--- src/sv/rmtv_pkg.sv ---
// Shared constants and transaction types for the two-vector rotation matrix block.
`default_nettype none
package rmtv_pkg;

    localparam int C_IN_W   = 16;
    localparam int C_OUT_W  = 16;
    localparam int C_FRAC   = 14;
    localparam int C_Q_W    = C_FRAC + 2;
    localparam int C_M_W    = C_FRAC + 4;
    localparam int C_SQ_ST  = 32;
    localparam int C_DIV_ST = C_FRAC + 2;
    localparam int C_FRONT  = 5;
    localparam int C_BACK   = 3;
    localparam int C_NST    = C_FRONT + C_SQ_ST + C_DIV_ST + C_BACK;
    localparam int C_NDIV   = 10;

    typedef struct packed {
        logic signed [C_IN_W-1:0] before_x;
        logic signed [C_IN_W-1:0] before_y;
        logic signed [C_IN_W-1:0] before_z;
        logic signed [C_IN_W-1:0] after_x;
        logic signed [C_IN_W-1:0] after_y;
        logic signed [C_IN_W-1:0] after_z;
    } t_in;

    typedef struct packed {
        logic signed [C_OUT_W-1:0] m_row0_col0;
        logic signed [C_OUT_W-1:0] m_row0_col1;
        logic signed [C_OUT_W-1:0] m_row0_col2;
        logic signed [C_OUT_W-1:0] m_row1_col0;
        logic signed [C_OUT_W-1:0] m_row1_col1;
        logic signed [C_OUT_W-1:0] m_row1_col2;
        logic signed [C_OUT_W-1:0] m_row2_col0;
        logic signed [C_OUT_W-1:0] m_row2_col1;
        logic signed [C_OUT_W-1:0] m_row2_col2;
        logic                      degenerate;
    } t_out;

    typedef struct packed {
        logic [63:0]          ss;
        logic [2:0][63:0]     csq;
        logic [2:0][63:0]     cc;
        logic [2:0][31:0]     absc;
        logic [2:0]           csgn;
        logic [31:0]          absd;
        logic                 dsgn;
        logic                 degen;
    } t_mid;

    typedef struct packed {
        logic [2:0] csgn;
        logic       dsgn;
        logic       degen;
    } t_sgn;

endpackage
`default_nettype wire

--- src/sv/rmtv_sqrt.sv ---
// Pipelined integer square root, one result bit per register stage.
`default_nettype none
module rmtv_sqrt
    import rmtv_pkg::*;
(
    input  wire logic        i_clk,
    input  wire logic        i_en,
    input  wire logic [63:0] i_x,
    output logic      [31:0] o_root
);

    logic [63:0] r_rem  [C_SQ_ST];
    logic [63:0] r_root [C_SQ_ST];

    for (genvar g = 0; g < C_SQ_ST; g++) begin : g_st
        localparam int SH = 2 * (C_SQ_ST - 1) - 2 * g;
        logic [63:0] rem_in;
        logic [63:0] root_in;
        logic [63:0] bitv;
        logic [63:0] trial;

        if (g == 0) begin : g_first
            assign rem_in  = i_x;
            assign root_in = '0;
        end else begin : g_next
            assign rem_in  = r_rem[g-1];
            assign root_in = r_root[g-1];
        end

        assign bitv  = 64'(1) << SH;
        assign trial = root_in + bitv;

        always_ff @(posedge i_clk) begin
            if (i_en) begin
                if (rem_in >= trial) begin
                    r_rem[g]  <= rem_in - trial;
                    r_root[g] <= (root_in >> 1) + bitv;
                end else begin
                    r_rem[g]  <= rem_in;
                    r_root[g] <= root_in >> 1;
                end
            end
        end
    end

    assign o_root = r_root[C_SQ_ST-1][31:0];

endmodule
`default_nettype wire

--- config.mk ---
export PLATFORM = sky130hd
export DESIGN_NAME = rmtv_sqrt
export DESIGN_NICKNAME = d
export VERILOG_FILES = /design/src/sv/rmtv_pkg.sv /design/src/sv/rmtv_sqrt.sv
export SDC_FILE = /design/constraint.sdc
export NUM_CORES = 2
export LEC_CHECK = 0
export BUFFER_PORTS_ARGS = -buffer_cell sky130_fd_sc_hd__buf_4
export CAP_MARGIN = 10
export CORE_AREA = 2 2 424 426
export CTS_CLUSTER_DIAMETER = 100
export CTS_CLUSTER_SIZE = 40
export DETAILED_ROUTE_END_ITERATION = 6
export DIE_AREA = 0 0 426 428
export GPL_TIMING_DRIVEN = 0
export PLACE_DENSITY_LB_ADDON = 0.15
export SETUP_SLACK_MARGIN = 0.3
export SYNTH_ARGS = -nofsm -noshare
export SYNTH_HDL_FRONTEND = slang
export SYNTH_SLANG_ARGS = --single-unit
--- constraint.sdc ---
create_clock -name i_clk -period 12.5 [get_ports i_clk]
set_input_delay 1.25 -clock i_clk [delete_from_list [all_inputs] [get_ports i_clk]]
set_output_delay 1.25 -clock i_clk [all_outputs]
set_load 0.005 [all_outputs]
==> flow_summary.toml <==
[critical_path]
crit_arrival_ns = 5.42
cp-start-kind = "flip-flop"
path_cells = "inv_1 > ha_1 > and4_1 > nand4_1 > nor4_1 > nor3_1 > o311a_1 > clkbuf_1 > a2111o_1 > nor2_1 > nand3_1 > xnor2_1"
regToRegSetupSlack_ns = 7.65
end_kind = "flip-flop"
slowest_delay_ns = 0.68
r2r-end = "r_rem[1][319]"
critPathTopFamily = "simple AND/OR/NAND/NOR gates"
worstReg2RegStart = "r_root[1][219]"
crit_fanout = 8
worst_path_max_delay_cell = "nor4_1"
ff2ff_path_depth = 12
required_ns = 13.07
crit_buf_inv = 2
crit_type = "flip-flop to flip-flop"

[cells_and_area]
fillCellCount = 11670
stdcell_count = 12557
area_growth_pct = 5.78
final_util_pct = 72.7
drive_gt1_share_pct = 4.22
nNetsFinal = 10787

[global_route]
grt_max_degree = 79
antenna_found_initial = 13
track_usage_pct = 34.4
grt-ovfl-total = 0
grt_pass1_wl_um = 471000
grt_pass1_vias = 77107

[synth]
yosysWarningCount = 0
postSynthCellCount = 9960
synthTopCellsByArea = "edfxtp_1 62%, ha_1 5.7%, xor2_1 3.3%, xnor2_1 3.1%, nand2_1 2.5%"
post-synth-top-count-cell = "edfxtp_1"
ys_top_cells_by_count = "2512 x edfxtp_1, 809 x nand2_1, 679 x inv_1"
syn-cell-area_um2 = 122000
synth_cell_types = 86
synth_top_area_share_pct = 61.8
yosysSeqAreaShare_pct = 61.8
synth-seq-cells = 2512
yosys.area.top_type = "edfxtp_1"
avgSynthCellArea_um2 = 12.3
synth_fp_nets = 10584
synth_edf_count = 2512
synth_flop_cell = "edfxtp_1"
async_flop_share_pct = 0

[placed_design]
dp_hpwl_um = 245000
dpl.cell_count = 12435
gp_congestion = 1.00
port_buffers = 97

[clock_tree]
h-tree-depth = 3
cts_resized = 0
cts_tree = "built"
path_clk_slew_ns = 0.14
hold_buffers = 0
postCtsSetupBuffers = 0
clk_path_buf_depth = 3
clk_latency_ns = 0.82
root_buffer = "clkbuf_16"
cts.sinks = 2512
numCtsBuffers = 79

[routing]
drt_first_pass_iters = 7
drt-vias-per-instance = 6.59
ant_nets = 0
drt_wl_total_um = 316000
drcViolationCount = 0
vias = 82709
post_drt_wl_per_cell_um = 25.2
drtIter0Drc = 10208

[floorplanning]
die_area_um2 = 182000
ios = 98
initial_utilization_pct = 68.8
dieWidth_um = 426
die_h_um = 428
core-area_um2 = 178000
rows = 155

[worst_hold_path]
min_path_cells = 0
hold_path_class = "flip-flop to flip-flop"
hold_path_end = "r_rem[1][513]"
worstHoldStart = "r_rem[1][449]"

[sta]
worst_pin_slew_ns = 1.29
finalCriticalPeriod_ns = 4.85
max_freq_mhz = 206
skew_ns = 0.0458
rsz0062_at_grt = "false"
maxSlewViolCount = 0
fin_setup_tns_ns = 0
max_slew_margin_pct = 13.4
final_hold_viol_count = 0
finalSetupViolations = 0
fin_crit_sh_pct = 38.8

[power_and_ir_drop]
p_per_area_nw_per_um2 = 162
leakagePower_nw = 47.3
p_total_mw = 20.9
ir_drop_mv = 0.150

[run]
drv_cap = 0

[outcome]
outcome = "finished, final reports clean"
[registers in the layout, summed over array words and instances (netlist names)]
signal and cells:
r_root 528, r_rem 1984
[layout make-up]
class | instances | area (um2) | share of cell area, %
Timing Repair Buffer | 122 | 1320 | 1.02
Sequential cell | 2512 | 75400 | 58.4
Multi-Input combinational cell | 6534 | 43300 | 33.5
Tap cell | 2355 | 2950 | 2.28
Antenna cell | 4 | 10.0 | 0.00775
Clock buffer | 80 | 1980 | 1.53
Buffer | 235 | 1040 | 0.807
Clock inverter | 36 | 673 | 0.521
Inverter | 679 | 2550 | 1.97
[placed cells by master, fill, tap and decap left out, types with 101 or more instances in the layout]
master    instances
or3_1           102
nor4_1          386
xor2_1          457
nand2_1         809
nor3_1          293
edfxtp_1       2512
nor2_1          553
xnor2_1         436
ha_1            558
nand4_1         195
a21o_1          212
nand3_1         180
clkbuf_1        163
inv_1           679
a21oi_1         509
o21ai_0         601
buf_4           101
nand2b_1        117
[worst register-to-register path: stages, from the launching register on]
cell and delay [ns]:
edfxtp_1 0.54, inv_1 0.08, ha_1 0.40, and4_1 0.36, nand4_1 0.21, nor4_1 0.68, nor3_1 0.21, o311a_1 0.41
clkbuf_1 0.24, a2111o_1 0.56, nor2_1 0.37, nand3_1 0.16, xnor2_1 0.40
[worst max-delay path by stage]
stage	start	to	slack [ns]	cells past startpoint
after detailed placement	i_en	r_rem[0][689]	7.18	13
final	r_root[1][219]	r_rem[1][319]	7.65	12
after global placement	i_en	r_rem[1][506]	3.16	5
after global routing	r_rem[1][290]	r_rem[1][379]	7.52	10
after floorplan	i_en	r_rem[1][640]	7.46	4
after CTS	r_root[1][219]	r_rem[1][319]	7.85	12
[kinds of logic after synthesis]
group | after synthesis | synth area share [%]
AOI/OAI and AO/OA | 1867 | 9.37
muxes | 53 | 0.478
buffers and inverters | 914 | 2.84
adders and majority gates | 558 | 5.72
and+or+nand+nor | 3163 | 13.4
xor gates and xnor gates | 893 | 6.40
DFF | 2512 | 61.8
[metrics by stage]
stage                     worst slack [ns]  area, um2  hold slack (ns)
after floorplan                       7.46     122000            0.417
after global placement                3.16     126000            0.422
after detailed placement              7.18     127000            0.427
after CTS                             7.85     129000            0.436
after global routing                  7.52     129000            0.457
final                                 7.65     129000            0.443
[per-layer routing]
| metal | track usage [%] | vias up | wire length [um] |
|---|---|---|---|
| li1 | - | 37572 | - |
| met5 | 0 | - | 31 |
| met3 | 6.60 | 566 | 34800 |
| met2 | 50.8 | 4452 | 138000 |
| met1 | 51.1 | 40113 | 130000 |
| met4 | 12.7 | 6 | 13100 |
[power by group]
group | switching, mW | internal (mW)
logic | 3.41 | 2.04
clock network | 2.47 | 1.35
registers | 0.989 | 10.7
(Power assumes the default switching activity.)
